<file path="config.mk">
export PLATFORM = sky130hd
export DESIGN_NAME = cpc_cell
export DESIGN_NICKNAME = d
export VERILOG_FILES = /design/src/cordic_polar_cartesian_converter_assert.svh /design/src/cpc_pkg.sv /design/src/cpc_cell.sv
export SDC_FILE = /design/constraint.sdc
export NUM_CORES = 1
export LEC_CHECK = 0
export ABC_AREA = 1
export BUFFER_PORTS_ARGS = -buffer_cell sky130_fd_sc_hd__buf_2
export CAP_MARGIN = 20
export CORE_MARGIN = 5
export CORE_UTILIZATION = 30
export CTS_BUF_LIST = sky130_fd_sc_hd__clkbuf_4 sky130_fd_sc_hd__clkbuf_8
export CTS_CLUSTER_DIAMETER = 80
export DETAILED_ROUTE_END_ITERATION = 8
export HOLD_SLACK_MARGIN = 0.15
export PLACE_DENSITY = 0.53
export SLEW_MARGIN = 40
export SYNTH_ARGS = -nofsm -noshare
export SYNTH_HDL_FRONTEND = slang
export SYNTH_SLANG_ARGS = --single-unit
</file>
<file path="constraint.sdc">
create_clock -name clock -period 6.47 [get_ports clock]
set_clock_uncertainty 0.2 [all_clocks]
set_input_delay 0.647 -clock clock [delete_from_list [all_inputs] [get_ports clock]]
set_output_delay 0.647 -clock clock [all_outputs]
set_load 0.005 [all_outputs]
</file>
<file path="src/cordic_polar_cartesian_converter_assert.svh">
// assertion macros for the cordic polar/cartesian converter
`ifndef CORDIC_POLAR_CARTESIAN_CONVERTER_ASSERT_SVH
`define CORDIC_POLAR_CARTESIAN_CONVERTER_ASSERT_SVH
`ifndef SYNTHESIS
`define CPC_ASSERT_SAME(label, clk, rst, ante, cons) \
   label: assert property (@(posedge clk) disable iff (rst) (ante) |-> (cons)) \
      else $error("cpc assertion failed");
`define CPC_ASSERT_NEXT(label, clk, rst, ante, cons) \
   label: assert property (@(posedge clk) disable iff (rst) (ante) |=> (cons)) \
      else $error("cpc assertion failed");
`else
`define CPC_ASSERT_SAME(label, clk, rst, ante, cons)
`define CPC_ASSERT_NEXT(label, clk, rst, ante, cons)
`endif
`endif

</file>
<file path="src/cpc_pkg.sv">
`default_nettype none
package cpc_pkg;

   localparam int COORD_WIDTH   = 16;
   localparam int CORDIC_STAGES = 16;
   localparam int GUARD_BITS    = 8;
   localparam int ANGLE_WIDTH   = 16;
   localparam int PHASE_WIDTH   = 32;
   localparam int DATA_WIDTH    = COORD_WIDTH + GUARD_BITS + 3;
   localparam int MAG_WIDTH     = DATA_WIDTH - 1;
   localparam int GAIN_WIDTH    = 32;
   localparam int PROD_WIDTH    = MAG_WIDTH + GAIN_WIDTH;
   localparam int SCALED_WIDTH  = MAG_WIDTH + 1;
   localparam int RES_WIDTH     = SCALED_WIDTH - GUARD_BITS;
   localparam int STAGE_WIDTH   = (CORDIC_STAGES > 1) ? $clog2(CORDIC_STAGES) : 1;

   localparam logic [GAIN_WIDTH-1:0]  GAIN          = 32'h9B74EDA8;
   localparam logic [PHASE_WIDTH-1:0] PHASE_QUARTER = 32'h4000_0000;
   localparam logic [PHASE_WIDTH-1:0] PHASE_HALF    = 32'h8000_0000;
   localparam logic [PHASE_WIDTH-1:0] PHASE_3QUART  = 32'hC000_0000;
   localparam logic [PHASE_WIDTH-1:0] PHASE_ROUND   = 32'h0000_8000;

   localparam logic [PHASE_WIDTH-1:0] ATAN_TABLE [0:31] = '{
      32'h20000000, 32'h12E4051E, 32'h09FB385B, 32'h051111D4,
      32'h028B0D43, 32'h0145D7E1, 32'h00A2F61E, 32'h00517C55,
      32'h0028BE53, 32'h00145F2F, 32'h000A2F98, 32'h000517CC,
      32'h00028BE6, 32'h000145F3, 32'h0000A2FA, 32'h0000517D,
      32'h000028BE, 32'h0000145F, 32'h00000A30, 32'h00000518,
      32'h0000028C, 32'h00000146, 32'h000000A3, 32'h00000051,
      32'h00000029, 32'h00000014, 32'h0000000A, 32'h00000005,
      32'h00000003, 32'h00000001, 32'h00000001, 32'h00000000
   };

   typedef enum logic {
      CMD_TO_POLAR = 1'b0,
      CMD_TO_CART  = 1'b1
   } cmd_type;

   typedef struct packed {
      cmd_type                       cmd;
      logic                          origin;
      logic signed [DATA_WIDTH-1:0]  x;
      logic signed [DATA_WIDTH-1:0]  y;
      logic [PHASE_WIDTH-1:0]        z;
   } stage_type;

   typedef struct packed {
      cmd_type                 cmd;
      logic                    origin;
      logic                    neg_x;
      logic                    neg_y;
      logic [PROD_WIDTH-1:0]   prod_x;
      logic [PROD_WIDTH-1:0]   prod_y;
      logic [ANGLE_WIDTH-1:0]  angle;
   } prod_type;

endpackage
`default_nettype wire

</file>
<file path="src/cpc_cell.sv">
`default_nettype none
module cpc_cell (
   input  logic                              clock,
   input  logic                              reset,
   input  logic [cpc_pkg::STAGE_WIDTH-1:0]   shift,
   input  logic [cpc_pkg::PHASE_WIDTH-1:0]   atan,
   input  logic                              in_valid,
   output logic                              in_ready,
   input  cpc_pkg::stage_type                in_data,
   output logic                              out_valid,
   input  logic                              out_ready,
   output cpc_pkg::stage_type                out_data
);

   localparam int DW = cpc_pkg::DATA_WIDTH;
   localparam int PW = cpc_pkg::PHASE_WIDTH;

   logic                  valid_ff;
   cpc_pkg::stage_type    data_ff;
   cpc_pkg::stage_type    data_in;
   logic signed [DW-1:0]  x_shift;
   logic signed [DW-1:0]  y_shift;
   logic                  clockwise;

   assign in_ready = ~valid_ff | out_ready;

   // rotation steers on the residual phase, vectoring on the sign of y
   always_comb begin
      x_shift   = in_data.x >>> shift;
      y_shift   = in_data.y >>> shift;
      clockwise = (in_data.cmd == cpc_pkg::CMD_TO_CART) ? in_data.z[PW-1]
                                                         : ~in_data.y[DW-1];
      data_in = in_data;
      if (clockwise) begin
         data_in.x = in_data.x + y_shift;
         data_in.y = in_data.y - x_shift;
         data_in.z = in_data.z + atan;
      end else begin
         data_in.x = in_data.x - y_shift;
         data_in.y = in_data.y + x_shift;
         data_in.z = in_data.z - atan;
      end
   end

   always_ff @(posedge clock) begin
      if (reset) begin
         valid_ff <= 1'b0;
      end else if (in_ready) begin
         valid_ff <= in_valid;
      end
   end

   always_ff @(posedge clock) begin
      if (in_ready && in_valid) begin
         data_ff <= data_in;
      end
   end

   assign out_valid = valid_ff;
   assign out_data  = data_ff;

endmodule
`default_nettype wire

</file>
==> reports/results.txt <==
combinational fraction of design power - 55.8%
Fmax - 195.7 MHz
die width - 208.7 um
worst vdd ir - 0.1152 mV
outcome - finished, final reports clean
Worst-Skew Late Latency - 420 ps
max_cap viols - 0
cell type with the highest aggregate area in the netlist - edfxtp_1
switching power - 1.323 mW
1st-iter DRT viols - 965
multi-input logic area - 8302 sq um
top cells by area, synth - edfxtp_1, nand2_1, nand3_1
first-pass GRT wire length - 67750 um
most frequent cell after synthesis - nand2_1
die area - 43540 sq um
antenna violations before repair - 1
Crit-path slowest cell - clkinv_2
share of cells above drive strength 1 - 14.19%
Net Count, Synth - 2030
Final Max Tran Viols - 0
Layout Area Growth over Synthesis - 14.83%
Total Wirelength - 43170 um
CP required - 6440 ps
Starting Density - 30.49%
flops & latches, synth - 89
count of cell types in the netlist - 46
Port Buffers - 217
# rows - 72
Worst-Margin Slew - 708.3 ps
Critical Path, Cell by Cell - buf_2 > clkinv_2 > nand2_1 > nand3_1 > nand3_1 > nand2_1 > o21ai_2 > nand2_1 > nor3_2 > nor2_1 > xor2_1 > inv_1 > ha_1 > nand2_1 > inv_1 > a21oi_1 > o21ai_0 > a21boi_0 > o21bai_1 > a21oi_1 > xnor2_1
Wirelength per Cell - 17.13 um
CP Launch Type - input pin
fin crit share - 78.97%
Final setup viols - 0
Top cell by count, worst path - nand2_1
# Post-CTS Setup Buffers - 0
post-synthesis cell count - 1809
unrepaired setup endpoints after global routing - no
Post-synth top cells - nand2_1, nand3_1, inv_1, nor2_1, xor2_1
clock power share - 14.5%
Final Wtd Congestion - 0.8834
CP Class - input pin to register
CTS H-tree lvls - 3
Final Cell Area - 13600 sq um
share of the synthesized area in the top cell type - 22.32%
Layout fillers - 4339
CTS tree - yes
CP Max Fanout - 52
Max stage delay on crit path - 530 ps
Slew Limit Headroom - 52.78%
Post-synth EDFFs - 88
Reg area - 2663 sq um
post-route ant nets - 0
fin crit period - 5109 ps
Clock Sink Count - 89
sw frac - 44.79%
mean area per synthesized cell - 6.545 sq um
top_reg_cell synth - edfxtp_1
setup TNS - 0 ps
clk root buf - clkbuf_8
Residual DRC - 0
Clock Pin Slew Worst Setup and Hold Paths - 100 ps
Ys Warns - 0
Num CTS Buffers - 9
post-placement cell area - 13390 sq um
async set or reset register ratio after synthesis - 0%
crit path DAT - 5080 ps
gr usage total - 19.13%
# IOs - 218
worst hold path type - input pin to register
die height - 208.7 um
Register-to-Register Setup Slack - 4240 ps
Cell Area, Synth - 11840 sq um
layout net count - 2218
post-DR vias/cell - 5.100
Power Dens Cells - 217.2 nW/um^2
P_int - 1.631 mW
sequential fraction of the synthesis area - 22.49%
core area - 38830 sq um
vias in the first global route - 12690
hpwl dp - 35100 um
largest buffer count on any clock path - 2
Final Hold Fails - 0
Pre-antenna DRT Iters - 7
CP Capture Type - register
Pleak - 6.654 nW
routed via count - 12850
largest net degree at the start of global routing - 57
sequential power share - 29.7%
grt ovf - 0
critical path, delay by kind of cell:
family | cells | cell delay, ps
adders and majority gates | 1 | 390
AOI/OAI and AO/OA | 6 | 1660
xor gates and xnor gates | 2 | 290
and+or+nand+nor | 8 | 1280
buffers and inverters | 4 | 760
state kept, by name, indices dropped and copies added (netlist names):
signal and cells:
out_valid 1, out_data 88
final timing paths:
path	start	end	cells after the start
worst max-delay path	shift[0]	out_data[79]	21
worst min-delay path	in_data[86]	out_data[86]	1
worst min register to register	out_valid	out_valid	2
worst max register to register	out_valid	out_data[31]	3
logic make-up (layout without fill, tap and decap cells):
group	Yosys count	after routing	share of synthesized area [%]
AND/OR/NAND/NOR	1036	1036	37.58
AO/OA/AOI/OAI	235	235	11.74
buffers and inverters	212	404	7.524
XOR/XNOR	144	144	10.65
adder cells (fa/ha/maj)	93	93	10.02
flip-flops	89	89	22.49
other	0	1	0
metrics by stage:
step | util [%] | hold slack [ps] | std cells | setup WS (ps) | power (mW)
3_5_place_dp | 34.49 | 334.1 | 2503 | 960.1 | 2.538
3_3_place_gp | 34.49 | 314.6 | 2503 | 974.7 | 2.544
2_1_floorplan | - | 306.7 | 1809 | 765.2 | 1.996
4_1_cts | 35.01 | 160.3 | 2519 | 1439 | 2.997
5_1_grt | 35.01 | 170.2 | 2519 | 957.4 | 3.219
6_report | 35.02 | 198.8 | 2520 | 1361 | 2.954
power by group through the flow:
| stage | Combinational [mW] | Clock, mW | Sequential [mW] |
|---|---|---|---|
| 3_3_place_gp | 1.65 | 0 | 0.892 |
| 4_1_cts | 1.66 | 0.457 | 0.882 |
| 5_1_grt | 1.86 | 0.472 | 0.891 |
| 6_report | 1.65 | 0.428 | 0.878 |
| 2_1_floorplan | 1.09 | 0 | 0.910 |
| 3_5_place_dp | 1.65 | 0 | 0.893 |
what timing repair did:
item / CTS / global route
hold endpoints to repair: 1 / 0
hold buffers: 1 / 0
resized for setup: 0 / 0
cell usage in the layout (no fill, tap or decap), types with 4 or more instances in the layout:
cell and instances:
a31oi_1 14, xnor2_1 41, xor2_1 103, nand3_1 315, nor2_2 5, a21o_1 15, inv_1 148, o21bai_1 12
clkbuf_8 9, buf_2 217, o21ai_0 46, buf_4 14, o21ai_2 11, a21boi_0 6, ha_1 90, a21oi_1 94
o211ai_1 4, inv_2 6, nor3_2 4, o21ai_1 11, edfxtp_1 88, o31ai_1 8, nor2_1 143, nand2_1 511
nor4_1 6, nand4_1 15, and2_1 4, nand2_2 6, nor3_1 20
final cells by class:
class | instances | share of cell area [%]
Sequential cell | 89 | 19.58
Inverter | 157 | 4.344
Clock buffer | 10 | 0.9663
Clock inverter | 5 | 0.4233
Antenna cell | 1 | 0.01841
Tap cell | 518 | 4.767
Multi-Input combinational cell | 1508 | 61.06
Timing Repair Buffer | 232 | 8.835
routing by layer:
layer | track usage, % | wire length [um]
met2 | 32.02 | 19660
met4 | 5.401 | 987
met3 | 2.549 | 2472
met5 | 0 | 0
met1 | 25.97 | 20060
Power figures use the tool's default switching activity.
