===== src/cordic_polar_cartesian_converter_assert.svh =====
// assertion macros for the cordic polar/cartesian converter
`ifndef CORDIC_POLAR_CARTESIAN_CONVERTER_ASSERT_SVH
`define CORDIC_POLAR_CARTESIAN_CONVERTER_ASSERT_SVH
`ifndef SYNTHESIS
`define CPC_ASSERT_SAME(label, clk, rst, ante, cons) \
   label: assert property (@(posedge clk) disable iff (rst) (ante) |-> (cons)) \
      else $error("cpc assertion failed");
`define CPC_ASSERT_NEXT(label, clk, rst, ante, cons) \
   label: assert property (@(posedge clk) disable iff (rst) (ante) |=> (cons)) \
      else $error("cpc assertion failed");
`else
`define CPC_ASSERT_SAME(label, clk, rst, ante, cons)
`define CPC_ASSERT_NEXT(label, clk, rst, ante, cons)
`endif
`endif


===== src/cpc_pkg.sv =====
`default_nettype none
package cpc_pkg;

   localparam int COORD_WIDTH   = 16;
   localparam int CORDIC_STAGES = 16;
   localparam int GUARD_BITS    = 8;
   localparam int ANGLE_WIDTH   = 16;
   localparam int PHASE_WIDTH   = 32;
   localparam int DATA_WIDTH    = COORD_WIDTH + GUARD_BITS + 3;
   localparam int MAG_WIDTH     = DATA_WIDTH - 1;
   localparam int GAIN_WIDTH    = 32;
   localparam int PROD_WIDTH    = MAG_WIDTH + GAIN_WIDTH;
   localparam int SCALED_WIDTH  = MAG_WIDTH + 1;
   localparam int RES_WIDTH     = SCALED_WIDTH - GUARD_BITS;
   localparam int STAGE_WIDTH   = (CORDIC_STAGES > 1) ? $clog2(CORDIC_STAGES) : 1;

   localparam logic [GAIN_WIDTH-1:0]  GAIN          = 32'h9B74EDA8;
   localparam logic [PHASE_WIDTH-1:0] PHASE_QUARTER = 32'h4000_0000;
   localparam logic [PHASE_WIDTH-1:0] PHASE_HALF    = 32'h8000_0000;
   localparam logic [PHASE_WIDTH-1:0] PHASE_3QUART  = 32'hC000_0000;
   localparam logic [PHASE_WIDTH-1:0] PHASE_ROUND   = 32'h0000_8000;

   localparam logic [PHASE_WIDTH-1:0] ATAN_TABLE [0:31] = '{
      32'h20000000, 32'h12E4051E, 32'h09FB385B, 32'h051111D4,
      32'h028B0D43, 32'h0145D7E1, 32'h00A2F61E, 32'h00517C55,
      32'h0028BE53, 32'h00145F2F, 32'h000A2F98, 32'h000517CC,
      32'h00028BE6, 32'h000145F3, 32'h0000A2FA, 32'h0000517D,
      32'h000028BE, 32'h0000145F, 32'h00000A30, 32'h00000518,
      32'h0000028C, 32'h00000146, 32'h000000A3, 32'h00000051,
      32'h00000029, 32'h00000014, 32'h0000000A, 32'h00000005,
      32'h00000003, 32'h00000001, 32'h00000001, 32'h00000000
   };

   typedef enum logic {
      CMD_TO_POLAR = 1'b0,
      CMD_TO_CART  = 1'b1
   } cmd_type;

   typedef struct packed {
      cmd_type                       cmd;
      logic                          origin;
      logic signed [DATA_WIDTH-1:0]  x;
      logic signed [DATA_WIDTH-1:0]  y;
      logic [PHASE_WIDTH-1:0]        z;
   } stage_type;

   typedef struct packed {
      cmd_type                 cmd;
      logic                    origin;
      logic                    neg_x;
      logic                    neg_y;
      logic [PROD_WIDTH-1:0]   prod_x;
      logic [PROD_WIDTH-1:0]   prod_y;
      logic [ANGLE_WIDTH-1:0]  angle;
   } prod_type;

endpackage
`default_nettype wire


===== src/cpc_post.sv =====
`default_nettype none
module cpc_post (
   input  logic                                   clock,
   input  logic                                   reset,
   input  logic                                   in_valid,
   output logic                                   in_ready,
   input  cpc_pkg::stage_type                     in_data,
   output logic                                   out_valid,
   input  logic                                   out_ready,
   output logic signed [cpc_pkg::COORD_WIDTH:0]   out_x,
   output logic signed [cpc_pkg::COORD_WIDTH:0]   out_y,
   output logic [cpc_pkg::COORD_WIDTH-1:0]        out_radius,
   output logic signed [cpc_pkg::ANGLE_WIDTH-1:0] out_angle
);

   localparam int DW  = cpc_pkg::DATA_WIDTH;
   localparam int CW  = cpc_pkg::COORD_WIDTH;
   localparam int MW  = cpc_pkg::MAG_WIDTH;
   localparam int PRW = cpc_pkg::PROD_WIDTH;
   localparam int SW  = cpc_pkg::SCALED_WIDTH;
   localparam int RW  = cpc_pkg::RES_WIDTH;
   localparam int GW  = cpc_pkg::GAIN_WIDTH;
   localparam int PW  = cpc_pkg::PHASE_WIDTH;
   localparam int AW  = cpc_pkg::ANGLE_WIDTH;
   localparam logic [RW-1:0] LIMIT = RW'({CW{1'b1}});

   // multiply stage
   logic                  mul_valid_ff;
   cpc_pkg::prod_type     mul_ff;
   cpc_pkg::prod_type     mul_in;
   logic                  mul_ready;
   logic [MW-1:0]         mag_x;
   logic [MW-1:0]         mag_y;
   logic [PW-1:0]         phase_round;

   // round and saturate stage
   logic                  res_valid_ff;
   logic signed [CW:0]    x_ff;
   logic signed [CW:0]    y_ff;
   logic [CW-1:0]         radius_ff;
   logic [AW-1:0]         angle_ff;
   logic signed [CW:0]    x_in;
   logic signed [CW:0]    y_in;
   logic [CW-1:0]         radius_in;
   logic [AW-1:0]         angle_in;
   logic [SW-1:0]         sum_x;
   logic [SW-1:0]         sum_y;
   logic [RW-1:0]         scaled_x;
   logic [RW-1:0]         scaled_y;
   logic [CW-1:0]         sat_x;
   logic [CW-1:0]         sat_y;

   assign in_ready  = ~mul_valid_ff | mul_ready;
   assign mul_ready = ~res_valid_ff | out_ready;

   always_comb begin
      mul_in.cmd    = in_data.cmd;
      mul_in.origin = in_data.origin;
      mul_in.neg_x  = in_data.x[DW-1];
      mul_in.neg_y  = in_data.y[DW-1];
      mag_x = in_data.x[DW-1] ? MW'(-in_data.x) : MW'(in_data.x);
      mag_y = in_data.y[DW-1] ? MW'(-in_data.y) : MW'(in_data.y);
      if (in_data.cmd == cpc_pkg::CMD_TO_POLAR && in_data.x[DW-1]) begin
         mag_x = '0;
      end
      mul_in.prod_x = PRW'(mag_x) * PRW'(cpc_pkg::GAIN);
      mul_in.prod_y = PRW'(mag_y) * PRW'(cpc_pkg::GAIN);
      phase_round   = in_data.z + cpc_pkg::PHASE_ROUND;
      mul_in.angle  = phase_round[PW-1 -: AW];
   end

   always_ff @(posedge clock) begin
      if (reset) begin
         mul_valid_ff <= 1'b0;
      end else if (in_ready) begin
         mul_valid_ff <= in_valid;
      end
   end

   always_ff @(posedge clock) begin
      if (in_ready && in_valid) begin
         mul_ff <= mul_in;
      end
   end

   always_comb begin
      sum_x    = SW'(mul_ff.prod_x[PRW-1:GW]) + SW'(1 << (cpc_pkg::GUARD_BITS - 1));
      sum_y    = SW'(mul_ff.prod_y[PRW-1:GW]) + SW'(1 << (cpc_pkg::GUARD_BITS - 1));
      scaled_x = sum_x[SW-1:cpc_pkg::GUARD_BITS];
      scaled_y = sum_y[SW-1:cpc_pkg::GUARD_BITS];
      sat_x    = (scaled_x > LIMIT) ? {CW{1'b1}} : scaled_x[CW-1:0];
      sat_y    = (scaled_y > LIMIT) ? {CW{1'b1}} : scaled_y[CW-1:0];
      x_in      = '0;
      y_in      = '0;
      radius_in = '0;
      angle_in  = '0;
      case (mul_ff.cmd)
         cpc_pkg::CMD_TO_POLAR: begin
            if (!mul_ff.origin) begin
               radius_in = sat_x;
               angle_in  = mul_ff.angle;
            end
         end
         cpc_pkg::CMD_TO_CART: begin
            x_in = mul_ff.neg_x ? -{1'b0, sat_x} : {1'b0, sat_x};
            y_in = mul_ff.neg_y ? -{1'b0, sat_y} : {1'b0, sat_y};
         end
         default: begin
            x_in = '0;
         end
      endcase
   end

   always_ff @(posedge clock) begin
      if (reset) begin
         res_valid_ff <= 1'b0;
      end else if (mul_ready) begin
         res_valid_ff <= mul_valid_ff;
      end
   end

   always_ff @(posedge clock) begin
      if (mul_ready && mul_valid_ff) begin
         x_ff      <= x_in;
         y_ff      <= y_in;
         radius_ff <= radius_in;
         angle_ff  <= angle_in;
      end
   end

   assign out_valid  = res_valid_ff;
   assign out_x      = x_ff;
   assign out_y      = y_ff;
   assign out_radius = radius_ff;
   assign out_angle  = angle_ff;

endmodule
`default_nettype wire


===== config.mk =====
export PLATFORM = sky130hd
export DESIGN_NAME = cpc_post
export DESIGN_NICKNAME = d
export VERILOG_FILES = /design/src/cordic_polar_cartesian_converter_assert.svh /design/src/cpc_pkg.sv /design/src/cpc_post.sv
export SDC_FILE = /design/constraint.sdc
export NUM_CORES = 2
export LEC_CHECK = 0
export BUFFER_PORTS_ARGS = -buffer_cell sky130_fd_sc_hd__buf_2
export CAP_MARGIN = 20
export CORE_MARGIN = 2
export CORE_UTILIZATION = 50
export CTS_BUF_LIST = sky130_fd_sc_hd__clkbuf_8 sky130_fd_sc_hd__clkbuf_16
export DETAILED_ROUTE_END_ITERATION = 8
export PLACE_DENSITY = 0.67
export SYNTH_ARGS = -nofsm -noshare
export SYNTH_HDL_FRONTEND = slang
export SYNTH_SLANG_ARGS = --single-unit

===== constraint.sdc =====
create_clock -name clock -period 12.1 [get_ports clock]
set_clock_uncertainty 0.2 [all_clocks]
set_input_delay 0 -clock clock [delete_from_list [all_inputs] [get_ports clock]]
set_output_delay 0 -clock clock [all_outputs]
set_load 0.01 [all_outputs]

==> out/results.tsv <==
stage	metric	value	unit
clock_tree	post-CTS sizing	0	
global_route	grt met1 use	37.2	%
worst_setup_path	FF-to-FF path depth	11	
yosys	synth cell count leaders	inv_1, fa_1, ha_1	
worst_setup_path	Critical Path RT	12070	ps
drt	Antenna Nets Post-Route	0	
place	dpl cell area	35100	um^2
worst_setup_path	crit path launch type	primary input	
worst_setup_path	Arr. time, crit path	9810	ps
clock_tree	CTS Buffer Depth	2	
clock_tree	Sink Count	126	
yosys	Yosys top cell area share	38.7	%
yosys	commonest register cell after synthesis	edfxtp_1	
timing	final hold slack	79.8	ps
global_route	first-pass GRT wire length	137	mm
die	chip width	262	um
timing	period utilisation layout	81.3	%
global_route	gr usage total	26.1	%
yosys	Syn Area/Cell	9.94	um^2
yosys	count leader, synth	inv_1	
place	placed cell count	4347	
drt	TritonRoute pass-1 iters	5	
worst_hold_path	Worst Hold Launch	in_data[16]	
yosys	synth warn	0	
finish	layout net count	4772	
worst_hold_path	worst hold path depth	3	
finish	fill count	5903	
timing	final-report max-slew violation count	0	
global_route	largest net degree at the start of global routing	67	
yosys	register area share after synthesis	11.3	%
clock_tree	Root Buffer	clkbuf_16	
global_route	GRT busiest layer	met2	
worst_setup_path	CP Capture Type	flip-flop	
yosys	Synth async-reset ratio	0	%
die	Ports	160	
clock_tree	H-tree depth	4	
timing	setup tns final	0	ps
drt	WL final	85.5	mm
finish	layout cell share with drive strength beyond 1	7.12	%
drt	via count	23200	
die	die area	68700	um^2
die	die height	262	um
timing	Final Setup Violations	0	
clock_tree	CTS Buf Count	17	
place	I/O Buffers	144	
clock_tree	clk slew on worst S/H paths	60	ps
yosys	syn_nets	4587	
clock_tree	Post-CTS Setup Bufs	0	
worst_setup_path	CP Max Fanout	19	
place	Final HPWL DP	76.5	mm
finish	P&R area growth vs syn	8.31	%
clock_tree	clock latency on the worst-skew pair	420	ps
worst_hold_path	hold endpoint	mul_ff[1]$_DFFE_PP_	
timing	Fin. Hold Viols	0	
worst_setup_path	R2R Setup Slk	8300	ps
yosys	Yosys reg bits	126	
job	Max Cap Viol	0	
global_route	vias in the first global route	24500	
yosys	leading post-synthesis cells by cell area	fa_1, ha_1, inv_1	
worst_setup_path	R2R Path Start	mul_ff[120]$_DFFE_PP_	
drt	vias per cell	5.26	
die	row cnt	94	
global_route	grt total ovfl	0	
place	routability cong.	0.951	
drt	WL per Instance	19.3	um
timing	Slew @ Worst Pin	1100	ps
clock_tree	hold_buf cts	36	
drt	Iteration-0 DRC Markers	1601	
worst_hold_path	Worst Hold Class	in2reg	
global_route	global-route track usage on met3	2.85	%
yosys	Synth area leader	fa_1	
worst_setup_path	reg2reg end	out_x[14]$_SDFFCE_PN0P_	
yosys	Syn Inst Count	3354	
global_route	met2 GRT Util	43.0	%
yosys	Synth cell types	90	
die	core footprint	65900	um^2
finish	post-layout instance area	36100	um^2
yosys	synthesized cell area	33300	um^2
timing	Slew Limit Headroom	26.4	%
timing	RSZ-0062 raised after global routing	false	
die	initial core utilization	50.6	%
yosys	Post-synth EDFFs	124	
finish	Multi-input gate area	25700	um^2
timing	Fmax achieved	102	MHz
worst_setup_path	Setup CP Type	in2reg	
clock_tree	TritonCTS clock tree	built	
global_route	initial antenna violation count	5	
finish	storage element area	3760	um^2
finish	Cell Count, Final, Fillers Out	4419	
run_status	status	finished, final reports clean	
drt	DRC Markers	0	
timing	final period demand of the worst path	9840	ps
-- sequential cells by signal (all words and copies together) (netlist names) --
name	cells
out_angle	16
out_y	17
mul_valid_ff	1
out_x	17
out_radius	16
out_valid	1
mul_ff	58
-- cell usage in the layout (no fill, tap or decap), drive strengths merged, types with 7 or more instances in the layout --
cell type    synthesis  final
a31oi               11     11
o31a                10     10
o21ai               87     87
a211oi              14     14
and3                25     25
dlygate4sd3          0     36
nand3               48     48
inv                996    999
and2                42     42
clkinv               0      7
a21o                30     30
ha                 496    496
o211ai               7      7
or2                 23     23
nand2              145    145
o31ai               29     29
or3                 13     13
nand2b              14     14
xor2                40     40
and4                 9      9
nor2               102    102
buf                  8    168
nor4                10     10
clkbuf              30     17
fa                 645    645
nand4               30     30
or4                  9      9
nor3                33     33
a211o                7      7
a21oi              116    116
edfxtp             124    124
o21a                11     11
xnor2               85     85
nor2b               24     24
-- cell type report --
cell class,instances,share of cell area (%)
antenna,3,0.0208
tap,864,2.99
multi-input combinational,2194,71.1
clock buffer,17,1.18
inverter,996,10.4
timing repair buffer,204,3.49
sequential,126,10.4
clock inverter,15,0.433
-- cell families (layout without fill, tap and decap cells) --
group	after synthesis	in the layout	share of synthesized area, %
flops	126	126	11.3
fa+ha+maj	1141	1141	57.4
compound gates	376	376	7.51
xor+xnor	125	125	3.28
simple gates	546	546	8.65
buf+inv	1034	1232	11.7
mux	6	6	0.180
other cells	0	3	0
-- metal layers --
layer | up-vias | wire, um
met5 | - | 27
met4 | 4 | 1890
met3 | 92 | 5160
met2 | 623 | 40400
met1 | 11600 | 38000
li1 | 10900 | -
-- worst max path at each step --
stage                     depth (start not counted)  slack, ps        start                     to
final                                            27       2260  in_data[87]  mul_ff[128]$_DFFE_PP_
after global routing                             27       1830  in_data[87]  mul_ff[128]$_DFFE_PP_
after CTS                                        27       2310  in_data[87]  mul_ff[128]$_DFFE_PP_
after detailed placement                         32       2040  in_data[59]  mul_ff[128]$_DFFE_PP_
after global placement                           32       2200  in_data[59]  mul_ff[128]$_DFFE_PP_
after floorplan                                  30       3540  in_data[66]  mul_ff[128]$_DFFE_PP_
-- through the flow --
| step | utilization [%] | setup slack (ps) |
|---|---|---|
| global placement | 53.4 | 2200 |
| detailed placement | 53.4 | 2040 |
| finish | 54.8 | 2260 |
| floorplan | - | 3540 |
| CTS | 54.8 | 2310 |
| global route | 54.8 | 1830 |
-- critical path, stage by stage --
cell and delay, ps:
dlygate4sd3_1 520, buf_2 470, nand2_1 450, buf_4 350, o31ai_1 790, ha_1 460
inv_1 230, fa_1 430, inv_1 130, fa_1 470, fa_1 520, inv_1 50
fa_1 490, inv_1 70, fa_1 530, inv_1 60, fa_1 530, inv_1 60
ha_1 330, a211oi_1 470, nor2_1 130, a2111oi_0 630, o221ai_1 350, a311oi_1 520
o21ai_1 260, a21o_1 220, a211o_1 260
Power is not shown: default switching activity piles up to over one toggle a cycle in this logic, so the estimate is an artifact.
