[config.mk]
export PLATFORM = sky130hd
export DESIGN_NAME = cpc_pre
export DESIGN_NICKNAME = d
export VERILOG_FILES = /design/src/cordic_polar_cartesian_converter_assert.svh /design/src/cpc_pkg.sv /design/src/cpc_pre.sv
export SDC_FILE = /design/constraint.sdc
export NUM_CORES = 1
export LEC_CHECK = 0
export BUFFER_PORTS_ARGS = -buffer_cell sky130_fd_sc_hd__buf_4
export CAP_MARGIN = 20
export CORE_MARGIN = 5
export CORE_UTILIZATION = 50
export DETAILED_ROUTE_END_ITERATION = 10
export PLACE_DENSITY = 0.85
export SKIP_LAST_GASP = 1
export SLEW_MARGIN = 20
export SYNTH_ARGS = -nofsm -noshare
export SYNTH_HDL_FRONTEND = slang
export SYNTH_SLANG_ARGS = --single-unit
[constraint.sdc]
create_clock -name clock -period 4.88 [get_ports clock]
set_input_delay 0.976 -clock clock [delete_from_list [all_inputs] [get_ports clock]]
set_output_delay 0.976 -clock clock [all_outputs]
set_load 0.03 [all_outputs]
[src/cordic_polar_cartesian_converter_assert.svh]
// assertion macros for the cordic polar/cartesian converter
`ifndef CORDIC_POLAR_CARTESIAN_CONVERTER_ASSERT_SVH
`define CORDIC_POLAR_CARTESIAN_CONVERTER_ASSERT_SVH
`ifndef SYNTHESIS
`define CPC_ASSERT_SAME(label, clk, rst, ante, cons) \
   label: assert property (@(posedge clk) disable iff (rst) (ante) |-> (cons)) \
      else $error("cpc assertion failed");
`define CPC_ASSERT_NEXT(label, clk, rst, ante, cons) \
   label: assert property (@(posedge clk) disable iff (rst) (ante) |=> (cons)) \
      else $error("cpc assertion failed");
`else
`define CPC_ASSERT_SAME(label, clk, rst, ante, cons)
`define CPC_ASSERT_NEXT(label, clk, rst, ante, cons)
`endif
`endif

[src/cpc_pkg.sv]
`default_nettype none
package cpc_pkg;

   localparam int COORD_WIDTH   = 16;
   localparam int CORDIC_STAGES = 16;
   localparam int GUARD_BITS    = 8;
   localparam int ANGLE_WIDTH   = 16;
   localparam int PHASE_WIDTH   = 32;
   localparam int DATA_WIDTH    = COORD_WIDTH + GUARD_BITS + 3;
   localparam int MAG_WIDTH     = DATA_WIDTH - 1;
   localparam int GAIN_WIDTH    = 32;
   localparam int PROD_WIDTH    = MAG_WIDTH + GAIN_WIDTH;
   localparam int SCALED_WIDTH  = MAG_WIDTH + 1;
   localparam int RES_WIDTH     = SCALED_WIDTH - GUARD_BITS;
   localparam int STAGE_WIDTH   = (CORDIC_STAGES > 1) ? $clog2(CORDIC_STAGES) : 1;

   localparam logic [GAIN_WIDTH-1:0]  GAIN          = 32'h9B74EDA8;
   localparam logic [PHASE_WIDTH-1:0] PHASE_QUARTER = 32'h4000_0000;
   localparam logic [PHASE_WIDTH-1:0] PHASE_HALF    = 32'h8000_0000;
   localparam logic [PHASE_WIDTH-1:0] PHASE_3QUART  = 32'hC000_0000;
   localparam logic [PHASE_WIDTH-1:0] PHASE_ROUND   = 32'h0000_8000;

   localparam logic [PHASE_WIDTH-1:0] ATAN_TABLE [0:31] = '{
      32'h20000000, 32'h12E4051E, 32'h09FB385B, 32'h051111D4,
      32'h028B0D43, 32'h0145D7E1, 32'h00A2F61E, 32'h00517C55,
      32'h0028BE53, 32'h00145F2F, 32'h000A2F98, 32'h000517CC,
      32'h00028BE6, 32'h000145F3, 32'h0000A2FA, 32'h0000517D,
      32'h000028BE, 32'h0000145F, 32'h00000A30, 32'h00000518,
      32'h0000028C, 32'h00000146, 32'h000000A3, 32'h00000051,
      32'h00000029, 32'h00000014, 32'h0000000A, 32'h00000005,
      32'h00000003, 32'h00000001, 32'h00000001, 32'h00000000
   };

   typedef enum logic {
      CMD_TO_POLAR = 1'b0,
      CMD_TO_CART  = 1'b1
   } cmd_type;

   typedef struct packed {
      cmd_type                       cmd;
      logic                          origin;
      logic signed [DATA_WIDTH-1:0]  x;
      logic signed [DATA_WIDTH-1:0]  y;
      logic [PHASE_WIDTH-1:0]        z;
   } stage_type;

   typedef struct packed {
      cmd_type                 cmd;
      logic                    origin;
      logic                    neg_x;
      logic                    neg_y;
      logic [PROD_WIDTH-1:0]   prod_x;
      logic [PROD_WIDTH-1:0]   prod_y;
      logic [ANGLE_WIDTH-1:0]  angle;
   } prod_type;

endpackage
`default_nettype wire

[src/cpc_pre.sv]
`default_nettype none
module cpc_pre (
   input  logic                                 clock,
   input  logic                                 reset,
   input  logic                                 in_valid,
   output logic                                 in_ready,
   input  logic                                 in_cmd,
   input  logic signed [cpc_pkg::COORD_WIDTH-1:0] in_x,
   input  logic signed [cpc_pkg::COORD_WIDTH-1:0] in_y,
   input  logic [cpc_pkg::COORD_WIDTH-1:0]      in_radius,
   input  logic signed [cpc_pkg::ANGLE_WIDTH-1:0] in_angle,
   output logic                                 out_valid,
   input  logic                                 out_ready,
   output cpc_pkg::stage_type                   out_data
);

   localparam int DW = cpc_pkg::DATA_WIDTH;
   localparam int CW = cpc_pkg::COORD_WIDTH;
   localparam int PW = cpc_pkg::PHASE_WIDTH;
   localparam int AW = cpc_pkg::ANGLE_WIDTH;

   logic                    valid_ff;
   cpc_pkg::stage_type      data_ff;
   cpc_pkg::stage_type      data_in;
   logic signed [DW-1:0]    x_ext;
   logic signed [DW-1:0]    y_ext;
   logic signed [DW-1:0]    r_ext;
   logic [PW-1:0]           phase;
   logic                    flip;

   assign in_ready = ~valid_ff | out_ready;

   always_comb begin
      x_ext = {{(DW-CW){in_x[CW-1]}}, in_x} <<< cpc_pkg::GUARD_BITS;
      y_ext = {{(DW-CW){in_y[CW-1]}}, in_y} <<< cpc_pkg::GUARD_BITS;
      r_ext = {{(DW-CW){1'b0}}, in_radius} <<< cpc_pkg::GUARD_BITS;
      phase = {in_angle, {(PW-AW){1'b0}}};
      flip  = (phase > cpc_pkg::PHASE_QUARTER) && (phase < cpc_pkg::PHASE_3QUART);
      data_in.cmd    = cpc_pkg::cmd_type'(in_cmd);
      data_in.origin = 1'b0;
      data_in.x      = '0;
      data_in.y      = '0;
      data_in.z      = '0;
      case (cpc_pkg::cmd_type'(in_cmd))
         cpc_pkg::CMD_TO_POLAR: begin
            data_in.origin = (in_x == '0) && (in_y == '0);
            if (in_x[CW-1]) begin
               data_in.x = -x_ext;
               data_in.y = -y_ext;
               data_in.z = cpc_pkg::PHASE_HALF;
            end else begin
               data_in.x = x_ext;
               data_in.y = y_ext;
            end
         end
         cpc_pkg::CMD_TO_CART: begin
            if (flip) begin
               data_in.x = -r_ext;
               data_in.z = phase - cpc_pkg::PHASE_HALF;
            end else begin
               data_in.x = r_ext;
               data_in.z = phase;
            end
         end
         default: begin
            data_in.x = '0;
         end
      endcase
   end

   always_ff @(posedge clock) begin
      if (reset) begin
         valid_ff <= 1'b0;
      end else if (in_ready) begin
         valid_ff <= in_valid;
      end
   end

   always_ff @(posedge clock) begin
      if (in_ready && in_valid) begin
         data_ff <= data_in;
      end
   end

   assign out_valid = valid_ff;
   assign out_data  = data_ff;

endmodule
`default_nettype wire

==> out/results.ini, run 1 <==
[outcome]
outcome = completed

[global_routing]
grt_overflow = 0
grt_pass1_wl_um = 13500
grt_max_degree = 60
antenna_found_initial = 0
grt.total_usage = 0.201
grt_pass1_vias = 2875

[finish]
final_nets = 510
layout-drive-gt1-share = 0.359
area_growth_pct = 31.1
antenna_cells = 0

[synth]
async_flop_share = 0
ys_seq_area_frac = 0.490
synthTopCellsByArea = edfxtp_1, xor2_1, buf_4, mux2i_1, nor2_1
synth_area_leader_cell = edfxtp_1
ys.flop_type = edfxtp_1
synth-edff-count = 56
ys_seq_elements = 57
syn_area_per_cell_um2 = 11.2
yosys.area_share.simple = 0.174
synth_fa_ha_area_frac = 0.0108
synth-compound-area-share = 0.0980
synth.distinct_cells = 47
ys_warn_count = 0
synth_top_area_frac = 0.484
syn_area_um2 = 3470
synthCells = 311
synth.area.mux_share = 0.0317
synth_top_family_by_area = simple AND/OR/NAND/NOR gates
synth_xor_area_frac = 0.101

[cts]
cts-resized-gates = 0
ctsHoldBuffers = 0
cts.sinks = 57
cts_root_buffer = clkbuf_8
clk_path_buf_depth = 2
cts.clk_slew.worst_paths_ps = 60
cts_buffers = 9
insertion_delay_ps = 330
h-tree-depth = 3
post_cts_buffers = 0
tritoncts = built

[power]
power_density_nw_per_um2 = 300
p_clk_frac = 0.299
switchingPower_mw = 0.419
internal_power_mw = 0.949
p_leak_nw = 1.94
p_total_mw = 1.37
sequentialPowerShare = 0.437
pwr-share-comb = 0.264
swShare = 0.306
vdd_drop_max_v = 0.000146

[sta]
tightest_slew_ps = 799
fmax_ghz = 0.406
hold_violations = 0
slew_viol_final = 0
period_needed_ps = 2460
setup_viol = 0
fin_crit_sh = 0.505
max_slew_margin = 0.467
rsz0062_at_grt = false
skew_ps = 6.24
setup_tns_ps = 0

[floorplan]
chipHeight_um = 93.3
row_count = 30
start_util = 0.511
die_x_um = 93.3
die-area_um2 = 8710
fp.coreArea_um2 = 6790
ios = 159

[routing]
drcViolationCount = 0
via_per_inst = 5.14
dr.pass1.iters = 5
ant_nets = 0
drt-initial-drc-count = 96
post_drt_wl_per_cell_um = 16.2
route.vias.total = 2773
routed_wl_um = 8710

[worst_setup_path]
arrival_ps = 2520
cp_max_fo = 17
startpoint_type = input port
cp_top_family = compound AO/OA/AOI/OAI gates
slowest_delay_ps = 500
path_buf_inv = 1
end_kind = register
path_class = in2reg
path_cells = buf_4 > nor4_2 > a41oi_2 > o31ai_1 > xor2_1 > mux2i_1
crit_slowest_cell = a41oi_2
worstPathRequired_ps = 4940

[job]
maxCapViolations = 0

[placed_design]
gp_congestion = 0.852
dp_hpwl_um = 6640
io_buffers = 126

[min_path]
hold_path_class = reg2reg

==> kinds of logic after synthesis <==
logic type	after synthesis
AND/OR/NAND/NOR	98
XOR/XNOR	40
adder cells (fa/ha/maj)	3
flip-flops	57
buffers and inverters	52
other	1
multiplexers	11
AO/OA/AOI/OAI	49
==> synth_stat cells, drive strengths merged, types with 2 or more instances <==
library cell,n
nor3,5
xnor2,9
edfxtp,56
nand4b,2
nor4,9
o21ai,10
o2bb2ai,2
nand3b,2
o31ai,11
and2,16
xor2,31
nor2,27
nand2,22
or3,2
mux2i,11
o41ai,5
buf,37
inv,9
a21oi,17
nand2b,3
a41oi,2
clkbuf,5
ha,3
nand3,4
or4,2
==> final timing paths <==
check	startpoint	end	slack [ps]	depth (start not counted)
setup / recovery	in_angle[9]	out_data[74]	2420	6
hold / removal	out_valid	out_valid	540	2
setup reg to reg	out_valid	out_data[55]	3320	3
hold reg to reg	out_valid	out_valid	540	2
==> worst min-delay path, stage by stage, from the launching register on <==
cell and delay, ps:
dfxtp_1 310, nand2b_1 110, a21oi_1 80
==> registers in the layout, summed over array words and instances (netlist names) <==
register and flops:
out_data 56, out_valid 1
==> metrics by stage <==
stage / hold slack, ps / worst slack (ps) / std cells / util / instance area [um2]
final: 538 / 2420 / 539 / 0.670 / 4550
after global placement: 502 / 2030 / 523 / 0.644 / 4380
after floorplan: 860 / 1770 / 342 / - / 3590
after global routing: 566 / 2210 / 539 / 0.670 / 4550
after CTS: 545 / 2410 / 539 / 0.670 / 4550
after detailed placement: 537 / 2050 / 523 / 0.644 / 4380
==> power groups by stage <==
stage / logic [mW] / clock network (mW) / registers [mW]
CTS: 0.361 / 0.415 / 0.599
global placement: 0.351 / 0 / 0.608
detailed placement: 0.360 / 0 / 0.609
floorplan: 0.159 / 0 / 0.686
finish: 0.361 / 0.409 / 0.598
global route: 0.385 / 0.438 / 0.602
==> area by class of cell <==
cell class,instances,area [um2]
clock inverter,5,46.3
timing repair buffer,127,953
clock buffer,11,131
fill,519,2240
multi-input combinational,233,1560
tap,96,120
inverter,10,37.5
sequential,57,1700
==> cells in the final DEF, fill, tap and decap left out, types with 3 or more instances in the layout <==
master and count:
nor4_4 3, o41ai_2 3, o31ai_1 11, nor2_1 27
nand2_1 22, o21ai_0 7, nor3_1 4, clkinv_1 4
a21oi_1 17, xor2_1 31, buf_4 127, mux2i_1 11
clkbuf_8 9, nor4_2 5, o21ai_1 3, ha_1 3
edfxtp_1 56, nand3_2 3, and2_1 15, inv_1 9
conb_1 32, xnor2_1 9
==> layer usage <==
layer  global-route usage  vias to the layer above  share of wire
met2                0.344                      146           0.48
met1                0.230                     1296           0.39
met3               0.0571                       25          0.099
li1                     -                     1306              -
met4                0.100                        0          0.037
met5                    0                        -              0
(Power assumes the default switching activity.)
==> run 2, diff against run 1 <==
--- a/config.mk
+++ b/config.mk
@@ -5,12 +5,13 @@
 export SDC_FILE = /design/constraint.sdc
 export NUM_CORES = 1
 export LEC_CHECK = 0
+export ABC_AREA = 1
 export BUFFER_PORTS_ARGS = -buffer_cell sky130_fd_sc_hd__buf_4
 export CAP_MARGIN = 20
 export CORE_MARGIN = 5
-export CORE_UTILIZATION = 50
+export CORE_UTILIZATION = 44
 export DETAILED_ROUTE_END_ITERATION = 10
-export PLACE_DENSITY = 0.85
+export PLACE_DENSITY = 0.77
 export SKIP_LAST_GASP = 1
 export SLEW_MARGIN = 20
 export SYNTH_ARGS = -nofsm -noshare
==> constraint.sdc (replaced) <==
create_clock -name clock -period 2.07 [get_ports clock]
set_input_delay 0.414 -clock clock [delete_from_list [all_inputs] [get_ports clock]]
set_output_delay 0.414 -clock clock [all_outputs]
set_load 0.03 [all_outputs]
==> out/results.ini, run 2 <==
[floorplan]
die-area_um2 = 10600  ; was 8710 um2
ios = 159  ; unchanged
row_count = 34  ; was 30
chipHeight_um = 103  ; was 93.3 um
die_x_um = 103  ; was 93.3 um
fp.coreArea_um2 = 8590  ; was 6790 um2
start_util = 0.443  ; was 0.511

[finish]
area_growth_pct = 29.9  ; was 31.1%
final_cell_mix = buf_4, nand2_1, inv_1, nor2_1, edfxtp_1  ; was buf_4, edfxtp_1, conb_1, xor2_1, nor2_1
final_common_cell = buf_4  ; unchanged
layout-drive-gt1-share = 0.245  ; was 0.359
largest_reg_flops = 56  ; unchanged
final_nets = 700  ; was 510
antenna_cells = 0  ; unchanged

[cts]
cts_buffers = 9  ; unchanged
clk_path_buf_depth = 2  ; unchanged
cts.clk_slew.worst_paths_ps = 60  ; about the same
post_cts_buffers = 0  ; unchanged
tritoncts = built  ; unchanged
insertion_delay_ps = 330  ; about the same
cts.sinks = 57  ; unchanged
cts_root_buffer = clkbuf_8  ; unchanged
cts-resized-gates = 0  ; unchanged
h-tree-depth = 3  ; unchanged
ctsHoldBuffers = 0  ; unchanged

[min_path]
hold_start = reset  ; was out_valid
worstHoldEndpoint = out_valid  ; unchanged
hold_depth = 2  ; unchanged
hold_path_class = in2reg  ; was reg2reg

[placed_design]
io_buffers = 126  ; unchanged
dp_hpwl_um = 7670  ; was 6640 um
gp_congestion = 0.886  ; was 0.852

[sta]
setup_tns_ps = 0  ; unchanged
slew_viol_final = 0  ; unchanged
hold_violations = 0  ; unchanged
setup_viol = 0  ; unchanged
fmax_ghz = 0.625
tightest_slew_ps = 538  ; was 799 ps
max_slew_margin = 0.641  ; was 0.467
fin_crit_sh = 0.773
rsz0062_at_grt = false  ; unchanged
skew_ps = 4.95  ; was 6.24 ps
period_needed_ps = 1600

[synth]
syn_area_per_cell_um2 = 7.61  ; was 11.2 um2
ys.flop_type = edfxtp_1  ; unchanged
ys_seq_elements = 57  ; unchanged
ys_warn_count = 0  ; unchanged
synth.distinct_cells = 32  ; was 47
synth_most_common_cell = nand2_1  ; was edfxtp_1
syn_area_um2 = 3810  ; was 3470 um2
synth_area_leader_cell = edfxtp_1  ; unchanged
synthCells = 500  ; was 311
synth-edff-count = 56  ; unchanged
async_flop_share = 0  ; unchanged
synth_top_area_frac = 0.442  ; was 0.484
synthTopCellsByArea = edfxtp_1, nand2_1, buf_4, inv_1, nor2_1  ; was edfxtp_1, xor2_1, buf_4, mux2i_1, nor2_1
synth_commonest_cells = nand2_1, inv_1, nor2_1, edfxtp_1, nand3_1  ; was edfxtp_1, buf_4, xor2_1, nor2_1, nand2_1
ys_seq_area_frac = 0.447  ; was 0.490

[worst_setup_path]
r2r-end = out_data[84]  ; was out_data[55]
reg2reg_depth = 2  ; was 3
startpoint_type = input port  ; unchanged
worstReg2RegStart = out_valid  ; unchanged
path_class = in2reg  ; unchanged
end_kind = register  ; unchanged
cp_max_fo = 3  ; was 17
arrival_ps = 1690  ; was 2520 ps
worstPathRequired_ps = 2160  ; was 4940 ps
reg2reg_setup_slack_ps = 900  ; was 3320 ps

[global_routing]
grt_pass1_vias = 3306  ; was 2,875
grt_pass1_wl_um = 15100  ; was 13,500 um
antenna_found_initial = 0  ; unchanged
grt.total_usage = 0.183  ; was 0.201
grt_max_degree = 57  ; was 60
grt_overflow = 0  ; unchanged

[routing]
drt-initial-drc-count = 281  ; was 96
drcViolationCount = 0  ; unchanged
ant_nets = 0  ; unchanged
routed_wl_um = 9890  ; was 8710 um
route.vias.total = 3604  ; was 2,773
post_drt_wl_per_cell_um = 13.3  ; was 16.2 um
dr.pass1.iters = 5  ; unchanged
via_per_inst = 4.86  ; was 5.14

[outcome]
outcome = completed  ; unchanged

[power]
p_leak_nw = 2.50  ; was 1.94 nW
vdd_drop_max_v = 0.000285  ; was 0.000146 V
p_total_mw = 3.33  ; was 1.37 mW
power_density_nw_per_um2 = 673  ; was 300 nW/um2

[job]
maxCapViolations = 0  ; unchanged

[run 2: cell types whose count changed after synthesis, sizes merged, moves of 11 or more]
cell and delta:
xor2 -26, nand2 +108, inv +62, o21ai +14, nor2 +38, nand4 +14, and2 -16, nand3 +41
mux2i -11
[run 2: kinds of logic (layout without fill, tap and decap cells)]
kind of cell,Yosys count,after routing,synth area share
AO/OA/AOI/OAI,47,47,0.0664
XOR/XNOR,6,6,0.0158
adder cells (fa/ha/maj),3,3,0.00986
buffers and inverters,118,220,0.160
flip-flops,57,57,0.447
other,1,32,0.000985
AND/OR/NAND/NOR,268,268,0.300
[run 2: critical path, stage by stage]
cell     delay (ps)
buf_4           110
inv_1            90
ha_1            220
nand3_1         130
nor2_1          230
nand2_1         100
nand2_1         100
o21ai_0         120
nor2_1          130
nor2_1           50
[run 2: worst max path at each step]
stage / from / endpoint / slack (ps)
6_report: in_y[1] / out_data[54] / 470
5_1_grt: in_y[1] / out_data[52] / 250
4_1_cts: in_y[1] / out_data[52] / 510
3_5_place_dp: in_y[1] / out_data[52] / 160
3_3_place_gp: in_y[0] / out_data[52] / 210
2_1_floorplan: out_valid / out_data[16] / 220
[run 2: final cells by class]
class	count	area [um2]
Fill cell	792	3650
Sequential cell	57	1700
Multi-Input combinational cell	356	1620
Timing Repair Buffer	132	1000
Inverter	72	275
Clock buffer	11	151
Tap cell	108	135
Clock inverter	5	53.8
[run 2: stage by stage]
| stage | util | hold WS [ps] | setup WS, ps | instance area (um2) | std cells |
|---|---|---|---|---|---|
| after floorplan | - | 483 | 216 | 3930 | 531 |
| after global placement | 0.552 | 522 | 206 | 4740 | 725 |
| after detailed placement | 0.552 | 548 | 159 | 4740 | 725 |
| after CTS | 0.575 | 222 | 507 | 4940 | 741 |
| after global routing | 0.575 | 220 | 248 | 4940 | 741 |
| final | 0.575 | 232 | 471 | 4940 | 741 |
[run 2: metal layers]
metal,wire length [um],track usage
met5,0,0
met4,193,0.0767
met3,1130,0.0568
met2,4540,0.292
met1,4020,0.229
[run 2: power breakdown]
part / switching (mW) / internal [mW] / leakage [nW]
Sequential: 0.0254 / 1.37 / 0.563
Combinational: 0.563 / 0.301 / 1.83
Clock: 0.445 / 0.617 / 0.109
